[config.mk]
export PLATFORM = sky130hd
export DESIGN_NAME = plte_queue
export DESIGN_NICKNAME = d
export VERILOG_FILES = /design/src/rtl/core/plte_pkg.sv /design/src/rtl/core/plte_queue.sv
export SDC_FILE = /design/constraint.sdc
export NUM_CORES = 1
export LEC_CHECK = 0
export ABC_AREA = 0
export BUFFER_PORTS_ARGS = -buffer_cell sky130_fd_sc_hd__buf_4
export CORE_MARGIN = 3
export CORE_UTILIZATION = 52
export DETAILED_ROUTE_END_ITERATION = 6
export GPL_ROUTABILITY_DRIVEN = 0
export PLACE_DENSITY = 0.87
export SYNTH_ARGS = -nofsm -noshare
export SYNTH_HDL_FRONTEND = slang
export SYNTH_SLANG_ARGS = --single-unit
[constraint.sdc]
create_clock -name clk -period 5.7 [get_ports clk]
set_clock_uncertainty 0.05 [all_clocks]
set_input_delay 1.14 -clock clk [delete_from_list [all_inputs] [get_ports clk]]
set_output_delay 1.14 -clock clk [all_outputs]
set_load 0.005 [all_outputs]
[src/rtl/core/plte_pkg.sv]
package plte_pkg;

    localparam int MAX_NODES   = 256;
    localparam int NODE_AW     = $clog2(MAX_NODES);
    localparam int COUNT_W     = 9;
    localparam int DATA_W      = 32;
    localparam int CFG_AW      = 2;
    localparam int REGION_W    = 2;
    localparam int QUEUE_DEPTH = 2;
    localparam int QPTR_W      = $clog2(QUEUE_DEPTH);
    localparam int MUL_STEPS   = DATA_W;
    localparam int PROD_W      = 2 * DATA_W + 1;
    localparam int DIV_STEPS   = PROD_W;
    localparam int STEP_W      = $clog2(DIV_STEPS + 1);

    localparam logic MODE_LOAD = 1'b0;
    localparam logic MODE_EVAL = 1'b1;

    localparam logic [REGION_W-1:0] REGION_INTERP = 2'd0;
    localparam logic [REGION_W-1:0] REGION_BELOW  = 2'd1;
    localparam logic [REGION_W-1:0] REGION_ABOVE  = 2'd2;

    localparam logic [CFG_AW-1:0] CFG_NODE_COUNT    = 2'd0;
    localparam logic [CFG_AW-1:0] CFG_DEFAULT_BELOW = 2'd1;
    localparam logic [CFG_AW-1:0] CFG_DEFAULT_ABOVE = 2'd2;

    typedef struct packed {
        logic                      mode;
        logic [NODE_AW-1:0]        index;
        logic signed [DATA_W-1:0]  x;
        logic signed [DATA_W-1:0]  y;
    } plte_item_t;

endpackage

[src/rtl/core/plte_queue.sv]
module plte_queue
    import plte_pkg::*;
(
    input  logic        clk,
    input  logic        rst_n,
    input  logic        push_valid,
    output logic        push_ready,
    input  plte_item_t  push_item,
    output logic        pop_valid,
    input  logic        pop_ready,
    output plte_item_t  pop_item
);

    plte_item_t          slot_reg [QUEUE_DEPTH];
    logic [QPTR_W-1:0]   wr_ptr_reg;
    logic [QPTR_W-1:0]   wr_ptr_next;
    logic [QPTR_W-1:0]   rd_ptr_reg;
    logic [QPTR_W-1:0]   rd_ptr_next;
    logic [QPTR_W:0]     count_reg;
    logic [QPTR_W:0]     count_next;
    logic                push;
    logic                pop;

    assign push_ready = (count_reg != (QPTR_W+1)'(QUEUE_DEPTH));
    assign pop_valid  = (count_reg != '0);
    assign pop_item   = slot_reg[rd_ptr_reg];
    assign push       = push_valid && push_ready;
    assign pop        = pop_valid && pop_ready;

    always_comb
    begin
        wr_ptr_next = push ? wr_ptr_reg + QPTR_W'(1) : wr_ptr_reg;
        rd_ptr_next = pop ? rd_ptr_reg + QPTR_W'(1) : rd_ptr_reg;
        count_next  = count_reg;
        if (push && !pop)
        begin
            count_next = count_reg + (QPTR_W+1)'(1);
        end
        else if (pop && !push)
        begin
            count_next = count_reg - (QPTR_W+1)'(1);
        end
    end

    always_ff @(posedge clk or negedge rst_n)
    begin
        if (!rst_n)
        begin
            wr_ptr_reg <= '0;
            rd_ptr_reg <= '0;
            count_reg  <= '0;
        end
        else
        begin
            wr_ptr_reg <= wr_ptr_next;
            rd_ptr_reg <= rd_ptr_next;
            count_reg  <= count_next;
        end
    end

    always_ff @(posedge clk)
    begin
        if (push)
        begin
            slot_reg[wr_ptr_reg] <= push_item;
        end
    end

endmodule

After elaboration in Yosys (flattened, before gate mapping):

Memories as Yosys holds them, arrays and structs flattened.
Cells that the tools add are included.

* flip-flop bits (word level): 4
* bits in writable memories: 146
* input port bits: 77
* output and inout bits: 75
* logic and storage cells: 21
* memories: 1

Memory list
* slot_reg: words 2, bits a word 73, read ports 1, clocked after memory_dff 0, write ports 1, RTL line plte_queue.sv:14 `plte_item_t slot_reg [QUEUE_DEPTH];`

* add/subtract/negate cells: 4
* equal/unequal tests: 1
* muxes and demuxes: 4
* reductions and logical operators: 8

Operators with widths (count)
* $logic_and A1 B1 Y1: 4
* $mux W2: 2
* $reduce_bool A2 Y1: 2
* $add A1 B1 Y1 const B: 2
* $add A2 B1 Y2 const B: 1
* $logic_not A1 Y1: 2
* $mux W1: 2
* $ne A2 B2 Y1 const B: 1
* $sub A2 B1 Y2 const B: 1

Longest topological paths before layout:

* depth in word-level cells: 6
* depth in mapped cells: 7
* gate-level depth less buffers: 7

Worst setup path before layout:

Ideal clock, no wire load.

* path kind: input to register
* start: in push_valid
* end: mem slot_reg[0][0] (netlist bit) (enable)
* library setup time: 0.504 ns
* data arrival time: 4.277 ns
* data required time: 5.146 ns
* path slack: 0.869 ns
* stages: 2
* buffers on the path: 0
* path through: nand2_1 -> nor2_1

* word-level cells in the longest chain between the ends: 3

Ends and longest elaborated chain
* start, declared: RTL line plte_queue.sv:6 `input logic push_valid,`
* $logic_and A1 B1 Y1: RTL line plte_queue.sv:27 `assign push = push_valid && push_ready;`
* $mux W1: RTL line plte_queue.sv:63 `if (push)`
* $mux W1 (not written as such): RTL line plte_queue.sv:65 `slot_reg[wr_ptr_reg] <= push_item;`
* end, declared: RTL line plte_queue.sv:14

Every way passes these cells.

==> flow_summary.ini <==
[synthesis]
syn_nets = 323
ys_warn_count = 0
synth-edff-count = 146
syn_inst = 245
avgSynthCellArea_um2 = 23.3
synthDistinctLibCells = 15
synth.top_cells.by_area = edfxtp_1 (77%), mux2_4 (16%), mux2_2 (2.6%)
synth.top_cells.by_count = edfxtp_1 (146), mux2_4 (60), mux2_2 (13)
netlist_area_um2 = 5710
synth.most_common_cell = edfxtp_1
synth_seq_area_share = 0.785
synth_top_area_frac = 0.768
async_flop_share = 0.0267
synth-seq-cells = 150
synth-main-ff-cell = edfxtp_1
synth_largest_area_cell = edfxtp_1

[worst_setup_path]
crit_type = flip-flop to output pin
cp.arrival_ns = 2.59
path_cells = buf_4, mux2_2, buf_4
slowest_delay_ns = 0.99
crit_path_max_fanout = 49
rr_worst_depth = 4
cp_slowest_cell = dfrtp_4
cp_data_required_time_ns = 4.51
cp_common_cell = buf_4
critPathCaptureType = output pin
start_kind = flip-flop

[drt]
met1Wirelength_mm = 3.88
wl_met3_um = 756
vias = 2799
drt-total-wl_mm = 10.2
top_layer_used = met4
route.met2.wl_mm = 5.34
ant_nets = 0
wire_per_inst_um = 18.2
dr.pass1.iters = 4
drt_iter0_markers = 132
avgViaCountPerCell = 5.01
drc_errors = 0

[placement]
hpwl_mm = 6.56
port_buffers = 151
place_area_um2 = 6970

[cts]
cts_made_buffers = 17
clock-sinks = 150
ctsResizeCount = 0
cts_tree = yes
cts.clk_slew.worst_paths_ns = 0.06
cts_hold_buf = 0
cts-root-buf = clkbuf_8
clkLatencyLatePin_ns = 0.51
h-tree-depth = 4
clock_path_buffers = 2
post_cts_buffers = 0

[floorplan]
rows = 37
io_pins = 152
core_area_um2 = 10500
start_util = 0.543
fp.dieH_um = 111
die_w_um = 111
dieArea_um2 = 12300

[timing]
relSlewSlack = 0.327
hold_slack_ns = 0.369
rsz0062_at_grt = no
drv_slew = 0
tns_ns = 0
hold_viol = 0
max_freq_mhz = 264
fin_crit_sh = 0.664
worst_pin_slew_ns = 1.01
finalSetupViolations = 0
min_period_ns = 3.78

[global_routing]
overflow = 0
grt_pass1_vias = 3114
grt_max_degree = 74
grtUsageTotal = 0.170
grt_pass1_wl_mm = 15.9
antenna_found_initial = 0

[finish]
largest_reg_flops = 146
fin_area_um2 = 7570
antenna_cells = 0
fin_nets = 488
drive_above_1_share = 0.610
area_growth_pct = 32.6

[worst_hold_path]
hp-class = input port to async pin

[power_and_ir_drop]
p_leak_nw = 3.02
p_total_w = 0.00393
power_density_nw_per_um2 = 520
ir_drop_v = 0.000331

[run_status]
status = completed

[job]
cap_violations = 0
==> area by class of cell <==
cell class	instances	area, um^2
inverter	1	3.75
sequential	150	4490
clock buffer	18	418
fill	638	2940
timing repair buffer	154	1160
multi-input combinational	86	1150
clock inverter	14	183
tap	136	170
==> stage by stage <==
step	utilization	setup slack, ns	instances
floorplan	-	0.869	245
global placement	0.663	2.44	527
detailed placement	0.663	2.42	527
CTS	0.720	1.86	559
global route	0.720	1.75	559
finish	0.720	1.92	559
==> metal layers <==
metal,vias to the layer above,global-route usage
li1,1295,-
met1,1365,0.188
met2,118,0.292
met3,21,0.0622
met4,0,0.0755
met5,-,0
==> critical path: cells and delay by family (launching register included) <==
family / cells / cell delay [ns]
DFF: 1 / 0.99
buffers and inverters: 2 / 0.67
muxes: 1 / 0.40
==> power breakdown <==
group / leakage, nW / switching (W) / internal [W]
Sequential: 1.40 / 0.000160 / 0.00151
Combinational: 1.33 / 0.000429 / 0.000709
Clock: 0.288 / 0.000414 / 0.000707
==> path summary, 6_finish.rpt <==
kind | from | endpoint | slack (ns)
worst max-delay path | rd_ptr_reg | pop_item[58] | 1.92
worst min-delay path | rst_n | wr_ptr_reg | 0.37
worst max register to register | count_reg[0] | slot_reg[0][60] | 3.49
worst min register to register | count_reg[1] | count_reg[1] | 0.44
max in group asynchronous | rst_n | rd_ptr_reg | 5.11
min in group clk | count_reg[1] | count_reg[1] | 0.44
==> cells in the final DEF, fill, tap and decap left out <==
master and n:
inv_1 1, bufinv_16 4, clkbuf_1 1, xnor2_1 3
nor2_1 1, clkinvlp_4 2, mux2_2 13, ha_1 1
buf_4 154, dfrtp_4 1, nand2_1 2, clkbuf_8 1
edfxtp_1 146, clkinv_1 3, clkinv_4 2, clkbuf_16 16
xor2_1 2, inv_6 1, nor2_4 1, clkinv_2 2
dfrtp_1 3, or2_1 1, mux2_4 60, and3_4 1
nand2b_1 1
==> cells by family (layout without fill, tap and decap cells) <==
group         after synthesis  after routing  share of synthesized area
xor+xnor                    5              5                    0.00767
fa+ha+maj                   1              1                    0.00219
buf+inv                     9            187                     0.0153
flops                     150            150                      0.785
mux                        73             73                      0.183
simple gates                7              7                    0.00592
Power figures use the tool's default switching activity.
