### config.mk
export PLATFORM = sky130hd
export DESIGN_NAME = plte_front
export DESIGN_NICKNAME = d
export VERILOG_FILES = /design/src/rtl/core/plte_pkg.sv /design/src/rtl/core/plte_front.sv
export SDC_FILE = /design/constraint.sdc
export NUM_CORES = 1
export LEC_CHECK = 0
export BUFFER_PORTS_ARGS = -buffer_cell sky130_fd_sc_hd__buf_2
export CAP_MARGIN = 10
export CORE_MARGIN = 3
export CORE_UTILIZATION = 38
export DETAILED_ROUTE_END_ITERATION = 10
export PLACE_DENSITY = 0.72
export SYNTH_ARGS = -nofsm -noshare
export SYNTH_HDL_FRONTEND = slang
export SYNTH_SLANG_ARGS = --single-unit
### constraint.sdc
create_clock -name clk -period 2.8 [get_ports clk]
set_clock_uncertainty 0.1 [all_clocks]
set_input_delay 0.7 -clock clk [delete_from_list [all_inputs] [get_ports clk]]
set_output_delay 0.7 -clock clk [all_outputs]
set_load 0.01 [all_outputs]
### src/rtl/core/plte_pkg.sv
package plte_pkg;

    localparam int MAX_NODES   = 256;
    localparam int NODE_AW     = $clog2(MAX_NODES);
    localparam int COUNT_W     = 9;
    localparam int DATA_W      = 32;
    localparam int CFG_AW      = 2;
    localparam int REGION_W    = 2;
    localparam int QUEUE_DEPTH = 2;
    localparam int QPTR_W      = $clog2(QUEUE_DEPTH);
    localparam int MUL_STEPS   = DATA_W;
    localparam int PROD_W      = 2 * DATA_W + 1;
    localparam int DIV_STEPS   = PROD_W;
    localparam int STEP_W      = $clog2(DIV_STEPS + 1);

    localparam logic MODE_LOAD = 1'b0;
    localparam logic MODE_EVAL = 1'b1;

    localparam logic [REGION_W-1:0] REGION_INTERP = 2'd0;
    localparam logic [REGION_W-1:0] REGION_BELOW  = 2'd1;
    localparam logic [REGION_W-1:0] REGION_ABOVE  = 2'd2;

    localparam logic [CFG_AW-1:0] CFG_NODE_COUNT    = 2'd0;
    localparam logic [CFG_AW-1:0] CFG_DEFAULT_BELOW = 2'd1;
    localparam logic [CFG_AW-1:0] CFG_DEFAULT_ABOVE = 2'd2;

    typedef struct packed {
        logic                      mode;
        logic [NODE_AW-1:0]        index;
        logic signed [DATA_W-1:0]  x;
        logic signed [DATA_W-1:0]  y;
    } plte_item_t;

endpackage

### src/rtl/core/plte_front.sv
module plte_front
    import plte_pkg::*;
(
    input  logic                clk,
    input  logic                rst_n,
    input  logic                in_valid,
    output logic                in_ready,
    input  logic                mode,
    input  logic [NODE_AW-1:0]  node_index,
    input  logic [DATA_W-1:0]   x_value,
    input  logic [DATA_W-1:0]   y_value,
    input  logic [COUNT_W-1:0]  node_count,
    output logic                item_valid,
    input  logic                item_ready,
    output plte_item_t          item
);

    logic               hold_valid_reg;
    logic               hold_valid_next;
    plte_item_t         item_reg;
    plte_item_t         item_next;
    logic [COUNT_W-1:0] last_wide;
    logic [NODE_AW-1:0] last_index;
    logic               accept;

    assign in_ready   = !hold_valid_reg || item_ready;
    assign accept     = in_valid && in_ready;
    assign item_valid = hold_valid_reg;
    assign item       = item_reg;

    // last node in use, count clamped to between 2 and the table size
    always_comb
    begin
        last_wide = node_count - COUNT_W'(1);
        if (node_count < COUNT_W'(2))
        begin
            last_index = NODE_AW'(1);
        end
        else if (node_count > COUNT_W'(MAX_NODES))
        begin
            last_index = NODE_AW'(MAX_NODES - 1);
        end
        else
        begin
            last_index = last_wide[NODE_AW-1:0];
        end
    end

    always_comb
    begin
        hold_valid_next = hold_valid_reg;
        item_next       = item_reg;
        if (accept)
        begin
            hold_valid_next = 1'b1;
            item_next.mode  = mode;
            item_next.index = (mode == MODE_EVAL) ? last_index : node_index;
            item_next.x     = x_value;
            item_next.y     = y_value;
        end
        else if (item_ready)
        begin
            hold_valid_next = 1'b0;
        end
    end

    always_ff @(posedge clk or negedge rst_n)
    begin
        if (!rst_n)
        begin
            hold_valid_reg <= 1'b0;
        end
        else
        begin
            hold_valid_reg <= hold_valid_next;
        end
    end

    always_ff @(posedge clk)
    begin
        item_reg <= item_next;
    end

endmodule

# [Word-level counts from Yosys, hierarchy flattened]
# Index checks and enable logic that the tools add are counted.
[classes] add_sub_neg=1 n_lt_le_gt_ge=2 n_reduce_logical=4 mux=5
[ops] op="$mux W8" count=3
[ops] op="$gt A9 B9 Y1 const B" count=1
[ops] op="$lt A9 B2 Y1 const B" count=1
[ops] op="$sub A8 B1 Y8 const B" count=1
[ops] op="$mux W1" count=2
[ops] op="$reduce_bool A2 Y1" count=1
[ops] op="$logic_and A1 B1 Y1" count=1
[ops] op="$logic_not A1 Y1" count=1
[ops] op="$logic_or A1 B1 Y1" count=1
[word_totals] elab_cells=17 in_bits=86 out_inout_bits=75 register_bits=74

# [Logic depth before layout (Yosys ltp)]
[depth] depth_word=4 mapped_depth=6 ltp_nobuf=6

# [Least setup slack after synthesis]
# OpenSTA, ideal clock, no wires.
[synth_timing] path_type="input port to flip-flop" start="input item_ready" end="register item_reg (netlist bit item[0]), enable pin" arrival_ns=2.623 cell_stages=2 required_time_ns=2.261 path_buffers=0 setup_time_ns=0.439 slack_ns=-0.362 path_cell_list="nand2b_1 -> and2_1"
[synth_between] elab_chain_cells=2
[synth_lines] element="start: declaration" line="plte_front.sv:14" source="input logic item_ready,"
[synth_lines] element="$logic_or A1 B1 Y1" line="plte_front.sv:26" source="assign in_ready = !hold_valid_reg || item_ready;"
[synth_lines] element="$logic_and A1 B1 Y1" line="plte_front.sv:27" source="assign accept = in_valid && in_ready;"
[synth_lines] element="via accept" line="plte_front.sv:24" source="logic accept;"
[synth_lines] element="end signal: assignment" line="plte_front.sv:81" source="item_reg <= item_next;"
[synth_lines] element="end: declaration" line="plte_front.sv:20" source="plte_item_t item_reg;"
# The timed path passes the listed nets, and every way through them passes these cells.
# A chain may end at the register's enable or synchronous reset.

# [Final worst setup path]
[layout_timing] start="input node_count[4]" end="register item_reg (netlist bit item[70]), data pin"
[layout_between] elab_chain_cells=4 word_cells_on_any_way=6 classes_between="1 x add/sub; 2 x order compare; 3 x mux"
[layout_lines] element="start: declaration" line="plte_front.sv:12" source="input logic [COUNT_W-1:0] node_count,"
[layout_lines] element="$sub A8 B1 Y8 or $gt A9 B9 Y1 (tied branches)" line="plte_front.sv:34, plte_front.sv:39"
[layout_lines] element="$mux W8" line="plte_front.sv:39" source="else if (node_count > COUNT_W'(MAX_NODES))"
[layout_lines] element="$mux W8 *" line="plte_front.sv:35" source="if (node_count < COUNT_W'(2))"
[layout_lines] element="$mux W8 *" line="plte_front.sv:57" source="item_next.index = (mode == MODE_EVAL) ? last_index : node_index;"
# Mark *: on every way between the ends. The rest lies on a longest branch, timed or not.

==> results.yml <==
status:
  outcome: "finished clean"
synth:
  synth_nets: 206
  synth-edff-count: 73
  synth.area.top_cells: "edfxtp_1 (88%), xor2_1 (1.4%), dfrtp_1 (1.0%)"
  synth_cells: 119
  ys_seq_area_share_pct: 88.7
  synth_cell_types: 27
  synth_ff_type: "edfxtp_1"
  ys_seq_elements: 74
  async_flop_share_pct: 1.35
  netlist.area_leader.share_pct: 87.7
  yosys_warnings: 0
  yosysTopAreaCell: "edfxtp_1"
  netlist_area_sq_um: 2500
  synth.avg_cell_area_sq_um: 21.0
critical_path:
  cp_data_arrival_time_ps: 2090
  worstSetupPathType: "input port to register"
  end_kind: "register"
  cp_slowest_cell: "or4_4"
  worstPathCellList: "buf_2 > or4_4 > or4_1 > a31oi_1 > o21ai_1"
  cp_max_fo: 4
  critPathRequiredTime_ps: 2770
  path_buf_inv: 1
  crit_path_start_kind: "input port"
  critical-path-top-delay-family: "simple AND/OR/NAND/NOR gates"
  slowest_delay_ps: 550
route:
  finalWirelength_mm: 5.85
  drt_iter0_markers: 47
  via_count: 1722
  via_per_inst: 4.63
  wl_per_cell_microns: 15.7
  drt.antenna.violating_nets: 0
  dr.pass1.iters: 4
  drc: 0
clocking:
  cts_buffers: 9
  clock-sinks: 74
  path_clk_slew_ps: 70
  clk_path_buf_depth: 2
  cts_tree: "built"
  cts-root-buf: "clkbuf_8"
  h-tree-depth: 3
  worstSkewPairLatency_ps: 330
  cts_repair_resize_count: 0
placed_design:
  gp_congestion: 0.823
  dp_hpwl_mm: 4.52
  port_buffers: 160
floorplan:
  rows: 28
  die-area_sq_um: 7590
  die_h_microns: 87.1
  design.core.area_sq_um: 6130
  num_io_pins: 161
  start_util_pct: 40.8
  die_x_microns: 87.1
cells_and_area:
  final-seq-area_sq_um: 2220
  layout_commonest_cell: "buf_2"
  largest_reg_flops: 73
  n_fill_cell: 488
  drive_above_1_share_pct: 60.1
  layout_common_cells: "buf_2 (160), edfxtp_1 (73), clkbuf_8 (9)"
  nets: 378
  multi_input_area_sq_um: 259
  syn_to_final_growth_pct: 43.5
grt:
  track_usage_pct: 15.7
  grt_pass1_wl_mm: 8.54
  overflow: 0
  grt_antenna_before_repair: 1
  grt_pass1_vias: 1727
  grt_max_degree: 47
pwr:
  irDropWorstVdd_mv: 0.378
  p_leak_uw: 0.00154
  power_density_nw_per_um2: 615
  p_total_uw: 2210
sta:
  rsz0062_at_grt: "no"
  max_freq_mhz: 473
  period_minus_slack_ps: 2110
  setup_viol: 0
  maxSlewHeadroom_pct: 68.1
  setup-tns-final_ps: 0
  slew_violations: 0
  post-route-period-util_pct: 75.5
  tightestPinTransition_ps: 475
  hold_viol: 0
flow_run:
  drv_cap: 0
min_path:
  hold_class: "input port to register"
==> per-stage QoR <==
step	instances	util [%]	area [sq um]	hold WS (ps)	setup WS, ps
detailed placement	354	55.7	3410	376	338
global route	372	58.5	3590	403	638
finish	372	58.5	3590	436	686
floorplan	119	-	2500	304	438
global placement	354	55.7	3410	375	347
CTS	371	58.5	3580	412	712
==> final cells by class <==
cell class                 instances  area share (%)
sequential                        74            61.8
antenna                            1          0.0698
multi-input combinational         38            7.22
tap                               75            2.62
timing repair buffer             162            23.2
inverter                           6           0.628
clock buffer                      10            3.56
clock inverter                     6           0.942
==> final timing paths <==
| kind | endpoint | slack [ps] | from | depth (start not counted) |
|---|---|---|---|---|
| min in group asynchronous | item_valid$_DFFE_PN0P_ | 570 | rst_n | 2 |
| min | item[51]$_DFFE_PP_ | 440 | x_value[19] | 1 |
| max | item[70]$_DFFE_PP_ | 690 | node_count[4] | 5 |
| max reg2reg | item[3]$_DFFE_PP_ | 1150 | item_valid$_DFFE_PN0P_ | 3 |
| min reg2reg | item_valid$_DFFE_PN0P_ | 460 | item_valid$_DFFE_PN0P_ | 2 |
| max in group asynchronous | item_valid$_DFFE_PN0P_ | 1950 | rst_n | 2 |
==> repair_timing <==
item,in CTS,in global routing
buffers inserted,0,0
endpoints found under the hold margin,1,0
hold buffers,1,0
==> power breakdown <==
part	total [uW]	switching (uW)	internal (uW)
clock	682	368	314
sequential	1310	13.6	1290
combinational	218	118	99.6
==> cell families after synthesis <==
group | synth area share [%]
xor+xnor | 1.75
fa+ha+maj | 0.500
simple gates | 4.50
buf+inv | 1.05
compound gates | 3.10
mux | 0.400
flops | 88.7
==> per-layer routing <==
| layer | GRT usage, % | part of all wire [%] | vias up |
|---|---|---|---|
| li1 | - | - | 806 |
| met1 | 16.2 | 34 | 805 |
| met2 | 26.7 | 51 | 101 |
| met3 | 6.43 | 12 | 10 |
| met4 | 8.93 | 2.3 | 0 |
| met5 | 0 | 0 | - |
==> Yosys cell counts, types with 2 or more instances <==
cell type / n
edfxtp_1: 73
inv_1: 6
nor2_1: 5
o22ai_1: 4
xor2_1: 4
a21oi_1: 2
nand2b_1: 2
nor2b_1: 2
o21ai_1: 2
or4_1: 2
==> worst register-to-register path, cell delays in order, from the launching register on <==
cell and delay (ps):
dfrtp_1 380, nand2b_1 110, and2_4 390, buf_12 300
Power figures use the tool's default switching activity.
